File: src/rtl/zcbm_pkg.sv
package zcbm_pkg;
    typedef enum logic [3:0] {
        ST_LOAD,
        ST_INIT_ROW,
        ST_SCAN,
        ST_STEP,
        ST_AUG,
        ST_REACH_INIT,
        ST_REACH_COL,
        ST_REACH_ROW,
        ST_DONE
    } t_state;
endpackage

File: src/rtl/zero_cover_by_matching_top.sv
// Order: n*n words are loaded, then the matching search runs, then reach marking,
// then one done state; the strobe follows.
// Throughput: one word per cycle while start is high and i_cfg_we low during load;
// busy is high outside ST_LOAD; search: one shared column scan step per cycle.
// Reset (synchronous, active low) clears matching state and load count, and sets size 16.
// The receiver cannot stall: the o_valid strobe is shown for exactly one cycle.
module zero_cover_by_matching_top #(
    parameter int MAX_SIZE = 16
) (
    input  logic        i_clk,
    input  logic        i_rst_n,
    input  logic        start,
    output logic        busy,
    input  logic signed [31:0] i_entry_value,
    input  logic        i_cfg_we,
    input  logic [4:0]  i_cfg_data,
    output logic        o_valid,
    output logic [15:0] o_row_cover,
    output logic [15:0] o_column_cover,
    output logic [4:0]  o_matching_size,
    output logic        o_cover_trivial
);
    import zcbm_pkg::*;

    localparam int IW = (MAX_SIZE > 1) ? $clog2(MAX_SIZE) : 1;
    localparam int CW = $clog2(MAX_SIZE + 1);
    localparam int DW = $clog2(MAX_SIZE + 1);

    t_state r_state, n_state;
    logic [MAX_SIZE-1:0] r_zmap [MAX_SIZE];
    logic [IW-1:0] r_cmatch [MAX_SIZE];
    logic [MAX_SIZE-1:0] r_mvalid, r_seen, r_rreach, r_creach;
    logic [IW-1:0] r_srow [MAX_SIZE+1];
    logic [IW-1:0] r_scol [MAX_SIZE+1];
    logic [DW-1:0] r_depth;
    logic [CW-1:0] r_j;
    logic [IW-1:0] r_lrow, r_lcol, r_row;
    logic [4:0]    r_size;
    logic [CW-1:0] w_n;
    logic [MAX_SIZE-1:0] w_full;
    logic          r_chg;
    logic [IW-1:0] r_k;

    always_comb begin
        if (r_size == 5'd0) w_n = CW'(1);
        else if (32'(r_size) > MAX_SIZE) w_n = CW'(MAX_SIZE);
        else w_n = CW'(r_size);
    end

    always_comb begin
        for (int i = 0; i < MAX_SIZE; i++) w_full[i] = (i < 32'(w_n));
    end

    logic w_hit, w_last_cell, w_jend, w_rowend, w_row_hit;
    logic [IW-1:0] w_jc;
    assign w_jc = r_j[IW-1:0];
    assign w_jend = (r_j >= w_n);
    assign w_hit = !w_jend && r_zmap[r_srow[r_depth]][w_jc] && !r_seen[w_jc];
    assign w_last_cell = (CW'(r_lrow) == w_n - CW'(1)) && (CW'(r_lcol) == w_n - CW'(1));
    assign w_rowend = (CW'(r_k) == w_n - CW'(1));
    assign w_row_hit = r_creach[r_k] && r_mvalid[r_k] && !r_rreach[r_cmatch[r_k]];

    always_comb begin
        n_state = r_state;
        unique case (r_state)
            ST_LOAD:       if (start && !i_cfg_we && w_last_cell) n_state = ST_INIT_ROW;
            ST_INIT_ROW:   n_state = ST_SCAN;
            ST_SCAN: begin
                if (w_jend || 32'(r_depth) >= MAX_SIZE) n_state = ST_STEP;
                else if (w_hit && !r_mvalid[w_jc]) n_state = ST_AUG;
            end
            ST_STEP: begin
                if (r_depth == '0) begin
                    if (CW'(r_row) == w_n - CW'(1)) n_state = ST_REACH_INIT;
                    else n_state = ST_INIT_ROW;
                end else n_state = ST_SCAN;
            end
            ST_AUG: begin
                if (r_depth == '0) begin
                    if (CW'(r_row) == w_n - CW'(1)) n_state = ST_REACH_INIT;
                    else n_state = ST_INIT_ROW;
                end
            end
            ST_REACH_INIT: n_state = ST_REACH_COL;
            ST_REACH_COL:  if (w_rowend) n_state = ST_REACH_ROW;
            ST_REACH_ROW: begin
                if (w_rowend) n_state = (r_chg || w_row_hit) ? ST_REACH_COL : ST_DONE;
            end
            ST_DONE:       n_state = ST_LOAD;
            default:       n_state = ST_LOAD;
        endcase
    end

    always_comb begin
        busy = (r_state != ST_LOAD);
    end

    logic [MAX_SIZE-1:0] w_matched;
    always_comb begin
        w_matched = '0;
        for (int c = 0; c < MAX_SIZE; c++)
            if (r_mvalid[c] && w_full[c]) w_matched[r_cmatch[c]] = 1'b1;
    end

    always_ff @(posedge i_clk) begin
        if (!i_rst_n) begin
            r_state <= ST_LOAD;
            r_size <= 5'd16;
            r_lrow <= '0;
            r_lcol <= '0;
            r_mvalid <= '0;
            r_seen <= '0;
            r_rreach <= '0;
            r_creach <= '0;
            r_depth <= '0;
            r_j <= '0;
            r_row <= '0;
            r_k <= '0;
            r_chg <= 1'b0;
            o_valid <= 1'b0;
        end else begin
            r_state <= n_state;
            o_valid <= 1'b0;
            if (i_cfg_we) begin
                r_size <= i_cfg_data;
                r_lrow <= '0;
                r_lcol <= '0;
            end
            unique case (r_state)
                ST_LOAD: begin
                    if (start && !i_cfg_we) begin
                        r_zmap[r_lrow][r_lcol] <= (i_entry_value == 32'sd0);
                        if (CW'(r_lcol) == w_n - CW'(1)) begin
                            r_lcol <= '0;
                            r_lrow <= w_last_cell ? '0 : r_lrow + IW'(1);
                        end else r_lcol <= r_lcol + IW'(1);
                        if (w_last_cell) begin
                            r_mvalid <= '0;
                            r_row <= '0;
                        end
                    end
                end
                ST_INIT_ROW: begin
                    r_seen <= '0;
                    r_depth <= '0;
                    r_srow[0] <= r_row;
                    r_j <= '0;
                end
                ST_SCAN: begin
                    if (w_jend || 32'(r_depth) >= MAX_SIZE) begin
                        r_j <= r_j;
                    end else if (w_hit) begin
                        r_seen[w_jc] <= 1'b1;
                        r_scol[r_depth] <= w_jc;
                        if (r_mvalid[w_jc]) begin
                            r_depth <= r_depth + DW'(1);
                            r_srow[r_depth + DW'(1)] <= r_cmatch[w_jc];
                            r_j <= '0;
                        end
                    end else r_j <= r_j + CW'(1);
                end
                ST_STEP: begin
                    if (r_depth == '0) begin
                        r_row <= r_row + IW'(1);
                    end else begin
                        r_depth <= r_depth - DW'(1);
                        r_j <= CW'(r_scol[r_depth - DW'(1)]) + CW'(1);
                    end
                end
                ST_AUG: begin
                    r_cmatch[r_scol[r_depth]] <= r_srow[r_depth];
                    r_mvalid[r_scol[r_depth]] <= 1'b1;
                    if (r_depth == '0) r_row <= r_row + IW'(1);
                    else r_depth <= r_depth - DW'(1);
                end
                ST_REACH_INIT: begin
                    r_rreach <= ~w_matched & w_full;
                    r_creach <= '0;
                    r_k <= '0;
                    r_chg <= 1'b0;
                end
                ST_REACH_COL: begin
                    if (r_rreach[r_k] && ((r_zmap[r_k] & w_full & ~r_creach) != '0)) begin
                        r_creach <= r_creach | (r_zmap[r_k] & w_full);
                        r_chg <= 1'b1;
                    end
                    r_k <= w_rowend ? '0 : r_k + IW'(1);
                end
                ST_REACH_ROW: begin
                    if (w_row_hit) r_rreach[r_cmatch[r_k]] <= 1'b1;
                    r_k <= w_rowend ? '0 : r_k + IW'(1);
                    r_chg <= w_rowend ? 1'b0 : (r_chg | w_row_hit);
                end
                ST_DONE: begin
                    o_valid <= 1'b1;
                end
                default: ;
            endcase
        end
    end

    logic [MAX_SIZE-1:0] w_rows, w_cols;
    logic [4:0] w_cnt;
    assign w_rows = ~r_rreach & w_full;
    assign w_cols = r_creach & w_full;
    always_comb begin
        w_cnt = '0;
        for (int c = 0; c < MAX_SIZE; c++) w_cnt = w_cnt + 5'(r_mvalid[c] & w_full[c]);
    end
    always_comb begin
        o_row_cover = 16'(w_rows);
        o_column_cover = 16'(w_cols);
        o_matching_size = w_cnt;
        o_cover_trivial = (w_rows == w_full) || (w_cols == w_full);
    end

`ifndef SYNTHESIS
    a_valid_done: assert property (@(posedge i_clk) disable iff (!i_rst_n)
        o_valid |-> $past(r_state) == ST_DONE) else $error("strobe without done");
    a_busy_out: assert property (@(posedge i_clk) disable iff (!i_rst_n)
        o_valid |-> !busy) else $error("strobe while busy");
    a_depth: assert property (@(posedge i_clk) disable iff (!i_rst_n)
        32'(r_depth) <= MAX_SIZE) else $error("stack overflow");
`endif
endmodule
File: config.mk
export PLATFORM = sky130hd
export DESIGN_NAME = zero_cover_by_matching_top
export DESIGN_NICKNAME = d
export VERILOG_FILES = /design/src/rtl/zcbm_pkg.sv /design/src/rtl/zero_cover_by_matching_top.sv
export SDC_FILE = /design/constraint.sdc
export NUM_CORES = 1
export LEC_CHECK = 0
export BUFFER_PORTS_ARGS = -buffer_cell sky130_fd_sc_hd__buf_2
export CORE_MARGIN = 1.5
export CORE_UTILIZATION = 30
export CTS_CLUSTER_DIAMETER = 40
export DETAILED_ROUTE_END_ITERATION = 8
export HOLD_SLACK_MARGIN = 0.12
export MAX_ROUTING_LAYER = met4
export PLACE_DENSITY_LB_ADDON = 0.1
export RECOVER_POWER = 25
export SYNTH_ARGS = -nofsm -noshare
export SYNTH_HDL_FRONTEND = slang
export SYNTH_SLANG_ARGS = --single-unit
File: constraint.sdc
create_clock -name i_clk -period 9.69 [get_ports i_clk]
set_input_delay 1.4535 -clock i_clk [delete_from_list [all_inputs] [get_ports i_clk]]
set_output_delay 1.4535 -clock i_clk [all_outputs]
set_load 0.02 [all_outputs]
==> results.toml, run 1 <==
[power]
power.density_mw_per_mm2 = 222
power.leakage_nw = 12.0
p_int_w = 0.00579
pwr-share-comb_pct = 20.8
irDropWorstVdd_mv = 0.206
p_seq_share_pct = 33.0
switching_share_pct = 31.4
clkPwrFrac_pct = 46.3
p_switching_w = 0.00266

[worst_hold_path]
worstHoldPathType = "reg2reg"
min_to = "r_state[3]$_SDFFE_PN0P_"
worstHoldStart = "r_chg$_SDFFE_PN0P_"
hold_depth = 1

[setup_path]
worstReg2RegStart = "r_j[0]$_SDFFE_PN0P_"
r2r_cells = 10
r2r_end = "r_srow[16][3]$_DFFE_PP_"
rrSetupSlack_ps = 2800
required_ps = 8240
critPathLaunchType = "register"
worstPathMaxFanout = 24
worstSetupPathType = "reg2out"
worst_ep_arrival_time_ps = 6450
crit_path_end_kind = "output pin"

[global_route]
track_usage_pct = 24.3
grt_max_degree = 257
grt_pass1_vias = 25800
antenna_found_initial = 6
grt_pass1_wl_um = 189000
overflow = 0

[cts]
cts_tree = "yes"
cts_resized = 0
cts_hold_buf = 0
clk_pin_slew_worst_paths_ps = 50
htreeDepth = 3
numCtsBuffers = 106
cts_setup_buffers = 0
clock_sinks = 570
cts_buffer_depth = 3
clockRootBuffer = "clkbuf_16"
clk_latency_ps = 720

[sta]
setup_tns_ps = 0
finClkSkew_ps = 71.2
rsz0062_at_grt = "no"
hold_viol = 0
worst-slew-pin-transition_ps = 4760
final_max_slew_viol_count = 370
setup_viol = 0
fin_crit_ps = 7910
max_slew_margin_pct = -218
whs_ps = 454
fmax_ghz = 0.126
fin_crit_sh_pct = 81.6

[synth]
syn-cell-area_mm2 = 0.0324
syn_inst = 2862
synth_seq_cells = 570
ys_warn_count = 0
async_flop_share_pct = 0
synthFlopType = "edfxtp_1"
yosysUniqueCellTypes = 95
synth-edff-count = 456
ys_seq_area_share_pct = 49.3
avgSynthCellArea_um2 = 11.3

[floorplan]
num_io_pins = 81
die_area_mm2 = 0.110
dieWidth_um = 332
initial_core_util_pct = 30.3
rows = 120
core-area_mm2 = 0.107
die_h_um = 332

[status]
violations = "capacitance limit, slew limit"
run_status = "finished, violations left"

[final_layout]
nets = 2999
stdcell_count = 4414
final_cell_area_mm2 = 0.0380
syn2layout_area_growth_pct = 17.3
drive_gt1_share_pct = 20.1
final_cell_mix = "488 x nor2_1, 456 x edfxtp_1, 243 x nand2_1"
final_common_cell = "nor2_1"

[placement]
dp_cells = 4212
post_dp_cell_area_mm2 = 0.0343
port_buffers = 80
dpl.hpwl_um = 92000
globalplace.congestion = 0.942

[drt]
drc = 0
wl_per_cell_um = 29.9
drt_pass1_iterations = 6
finalWirelength_um = 132000
dr_total_vias = 25700
ant_nets = 0
drtIter0Drc = 2930
vias_per_cell = 5.82

[flow_run]
max_cap_viol_count = 4
per-stage QoR:
| stage | utilization, % | power [W] | setup WS [ps] |
|---|---|---|---|
| 2_1_floorplan | - | 0.00396 | 552 |
| 3_3_place_gp | 32.0 | 0.00458 | 2790 |
| 3_5_place_dp | 32.0 | 0.00459 | 2540 |
| 4_1_cts | 35.6 | 0.00852 | 1770 |
| 5_1_grt | 35.5 | 0.00874 | 1360 |
| 6_report | 35.5 | 0.00844 | 1780 |
state kept, by name, summed over array words and instances (netlist names), 16 cells and up, named ones only:
name      cells
r_srow       68
r_scol       68
r_rreach     16
r_cmatch     64
r_zmap      256
r_creach     16
r_mvalid     16
r_seen       16
metal layers:
metal  track usage, %  vias to the layer above  wire [um]
li1                 -                    11100          -
met1             32.7                    13300      58400
met2             37.2                     1116      60600
met3             3.75                      246       8260
met4             8.28                        0       4510
met5                -                        -          0
worst max-delay path by stage:
| stage | start | slack [ps] | endpoint |
|---|---|---|---|
| CTS | r_size[4]$_SDFFE_PN1P_ | 1770 | o_matching_size[4] |
| floorplan | i_entry_value[24] | 550 | r_zmap[0][0]$_DFFE_PP_ |
| global route | r_size[4]$_SDFFE_PN1P_ | 1360 | o_matching_size[4] |
| finish | r_size[4]$_SDFFE_PN1P_ | 1780 | o_matching_size[4] |
| global placement | r_size[4]$_SDFFE_PN1P_ | 2790 | o_matching_size[4] |
| detailed placement | r_size[4]$_SDFFE_PN1P_ | 2540 | o_matching_size[4] |
worst max-delay path, stage by stage, from the launching register on:
cell and delay [ps]:
dfxtp_1 820, inv_1 440, o21ai_1 480, inv_1 160, ha_1 270, nand2_1 350
nand2_1 200, fa_1 570, fa_1 450, fa_1 540, fa_1 410, inv_1 70
ha_1 160, inv_1 60, fa_1 400, nor2b_1 130, o21a_1 110, buf_2 150
cell type report:
cell class | count | area (um^2)
timing repair buffer | 146 | 885
multi-input combinational | 2029 | 15400
fill | 10600 | 69000
antenna | 1 | 2.50
clock inverter | 81 | 1090
sequential | 570 | 16000
inverter | 64 | 244
tap | 1403 | 1760
clock buffer | 120 | 2730
synth_stat cells, drive strengths merged, types with 53 or more instances:
master	instances	area share, %
o21ai	53	0.82
dfxtp	114	7.0
nor2	492	5.7
edfxtp	456	42
inv	63	0.73
mux4	204	14
buf	62	1.1
clkbuf	140	1.6
nand3	83	1.3
nand2	243	2.8
mux2i	70	2.2
nor3	67	1.0
a21oi	109	1.7
power groups by stage:
stage	combinational [W]	clock (W)	sequential (W)
2_1_floorplan	0.00119	0	0.00277
3_3_place_gp	0.00175	0	0.00283
3_5_place_dp	0.00176	0	0.00283
4_1_cts	0.00177	0.00397	0.00278
5_1_grt	0.00187	0.00408	0.00279
6_report	0.00175	0.00391	0.00278
cell families after synthesis:
| family | count (synthesis) | synth area share (%) |
|---|---|---|
| compound gates | 469 | 10.3 |
| flops | 570 | 49.3 |
| xor+xnor | 32 | 0.864 |
| fa+ha+maj | 41 | 1.81 |
| other cells | 1 | 0.0116 |
| mux | 305 | 17.4 |
| buf+inv | 266 | 3.51 |
| simple gates | 1178 | 16.9 |
Note: power is estimated with default switching activity, not from simulation.
==> run 2: changes to the inputs <==
--- a/config.mk
+++ b/config.mk
@@ -5,6 +5,7 @@
 export SDC_FILE = /design/constraint.sdc
 export NUM_CORES = 1
 export LEC_CHECK = 0
+export ABC_AREA = 1
 export BUFFER_PORTS_ARGS = -buffer_cell sky130_fd_sc_hd__buf_2
 export CORE_MARGIN = 1.5
 export CORE_UTILIZATION = 30
==> constraint.sdc (replaced) <==
create_clock -name i_clk -period 6.39 [get_ports i_clk]
set_input_delay 0.9585 -clock i_clk [delete_from_list [all_inputs] [get_ports i_clk]]
set_output_delay 0.9585 -clock i_clk [all_outputs]
set_load 0.02 [all_outputs]
==> results.toml, run 2 <==
[status]
run_status = "finished, violations left"
violations = "capacitance limit, slew limit"

[global_route]
grt_pass1_vias = 29700
grt_pass1_wl_um = 208000
overflow = 0
track_usage_pct = 25.8
antenna_found_initial = 1
grt_max_degree = 257

[sta]
fin_crit_ps = 6150
setup_viol = 0
setup_tns_ps = 0
fmax_ghz = 0.163
worst-slew-pin-transition_ps = 4810
fin_crit_sh_pct = 96.2
max_slew_margin_pct = -221
rsz0062_at_grt = "no"
final_max_slew_viol_count = 349
hold_viol = 0
worst_slack_ps = 244
whs_ps = 444
finClkSkew_ps = 43.2

[placement]
dp_cells = 5553
port_buffers = 80
globalplace.congestion = 0.990
pre_cts_ws_ps = 538
dpl.hpwl_um = 98000

[setup_path]
worstReg2RegStart = "r_j[0]$_SDFFE_PN0P_"
cpPeakStageDelay_ps = 570
worstSetupPathType = "reg2out"
r2r_cells = 9
worst_ep_arrival_time_ps = 5190
required_ps = 5430
critPathSlowestCell = "nor2_1"
crit_path_end_kind = "output pin"
worst-path-buf-inv = 7
path_common_cell = "fa_1"
r2r_end = "r_srow[6][0]$_DFFE_PP_"
critPathLaunchType = "register"
path_cells = "buf_4 > inv_4 > nand2_1 > inv_1 > nor2_1 > fa_1 > fa_1 > inv_1 > fa_1 > fa_1 > inv_1 > ha_1 > inv_1 > fa_1 > o21ai_0 > buf_2"
cpLargestDelayFamily = "adder cells"
worstPathMaxFanout = 10
rrSetupSlack_ps = 760

[drt]
drt_pass1_iterations = 6
drc = 0
dr_total_vias = 31800
vias_per_cell = 5.52
finalWirelength_um = 145000
drtIter0Drc = 3336
wl_per_cell_um = 25.1
ant_nets = 0

[floorplan]
rows = 121
dieWidth_um = 336
die_h_um = 336
num_io_pins = 81
initial_core_util_pct = 30.4
die_area_mm2 = 0.113
core-area_mm2 = 0.109

[cts]
clock_sinks = 570
numCtsBuffers = 110
clk_pin_slew_worst_paths_ps = 40
cts_buffer_depth = 3
cts_tree = "yes"
clockRootBuffer = "clkbuf_16"
htreeDepth = 3
clk_latency_ps = 700
cts_setup_buffers = 0

[power]
power.density_mw_per_mm2 = 496
irDropWorstVdd_mv = 0.449
power.leakage_nw = 14.3

[synth]
synthFlopType = "edfxtp_1"
synth_seq_cells = 570
ys_warn_count = 0
yosysUniqueCellTypes = 65
synth_compound_area_share_pct = 16.0
yosys-top-cells-area = "edfxtp_1 41%, nand2_1 8.6%, nand3_1 7.2%"
syn-cell-area_mm2 = 0.0332
synth-simple-area-share_pct = 25.6
avgSynthCellArea_um2 = 8.04
syn_inst = 4127
synth_top_cell_by_area = "edfxtp_1"
ys_seq_area_share_pct = 48.1
yosysMostFrequentCell = "nand2_1"
async_flop_share_pct = 0
yosys-top-cells-count = "761 x nand2_1, 610 x nor2_1, 476 x nand3_1"
synthAdderAreaFrac_pct = 1.77
yosys.area_share.xor_xnor_pct = 0.818
synthMuxAreaShare_pct = 0
synth_top_family_by_area = "simple AND/OR/NAND/NOR gates"
synth.top_cell.area_share_pct = 41.3
synth-edff-count = 456

[final_layout]
layout.area.seq_mm2 = 0.0160
largest_register_ffs = 256
drive_gt1_share_pct = 9.80
max_flop_register = "r_zmap"
num-fill-cells = 11600
multi_input_area_mm2 = 0.0148
syn2layout_area_growth_pct = 17.7
stdcell_count = 5765
final_common_cell = "nand2_1"
final_core_util_pct = 35.7
top_regs = "r_zmap (256), r_scol (68), r_srow (68)"
final_cell_mix = "759 x nand2_1, 606 x nor2_1, 468 x nand3_1"
nets = 4271

[worst_hold_path]
worstHoldStart = "r_seen[13]$_SDFFE_PN0P_"
hold_depth = 2
min_to = "r_seen[13]$_SDFFE_PN0P_"
worstHoldPathType = "reg2reg"

[flow_run]
max_cap_viol_count = 4
## run 2: report_power, final
part | internal [W] | switching [W]
registers | 0.00435 | 0.000172
logic | 0.00235 | 0.00657
clock network | 0.00379 | 0.00214
## run 2: worst max path at each step
stage	from	endpoint	slack, ps	cells past startpoint
5_1_grt	r_size[2]$_SDFFE_PN0P_	o_matching_size[4]	10	20
3_5_place_dp	r_size[4]$_SDFFE_PN1P_	o_matching_size[4]	540	19
3_3_place_gp	r_size[4]$_SDFFE_PN1P_	o_matching_size[4]	630	19
6_report	r_size[4]$_SDFFE_PN1P_	o_matching_size[4]	240	16
2_1_floorplan	i_entry_value[25]	r_zmap[0][0]$_DFFE_PP_	480	3
4_1_cts	r_size[2]$_SDFFE_PN0P_	o_matching_size[4]	50	20
## run 2: routing by layer
layer  vias up  routed length [um]  global-route usage (%)
met3       237                9880                    3.26
li1      14600                   -                       -
met4         0                4480                    8.38
met5         -                   0                       -
met1     15600               66100                    35.8
met2      1385               64200                    39.0
## run 2: what timing repair did
item	4_1_cts	5_1_grt
resized for setup	2	9
pin swaps	0	0
endpoints found under the setup margin	3	3
hold buffers	0	0
cloned	0	0
endpoints found under the hold margin	0	0
## run 2: layout make-up
cell class	instances	share of cell area [%]
repair buffers	177	3.12
flip-flops and latches	570	41.0
inverters	376	3.63
well taps	1476	4.73
multi-input cells	2954	37.8
clock buffers	129	7.42
clock inverters	81	2.33
diodes	2	0.0128
## run 2: stage by stage
step / total power (W) / area, um^2
final: 0.0194 / 39000
after global routing: 0.0204 / 39000
after CTS: 0.0194 / 39100
after detailed placement: 0.0135 / 35200
after global placement: 0.0135 / 35200
after floorplan: 0.0102 / 33200
## run 2: worst min-delay path, delay by kind of cell, from the launching register on
| kind | cells | cell delay, ps |
|---|---|---|
| compound gates | 1 | 50 |
| buf+inv | 1 | 40 |
| flops | 1 | 300 |
## run 2: logic make-up (layout without fill, tap and decap cells)
group / Yosys count / in the layout
flops: 570 / 570
fa+ha+maj: 41 / 41
buf+inv: 606 / 763
compound gates: 881 / 881
xor+xnor: 31 / 31
simple gates: 1997 / 1997
other cells: 1 / 6
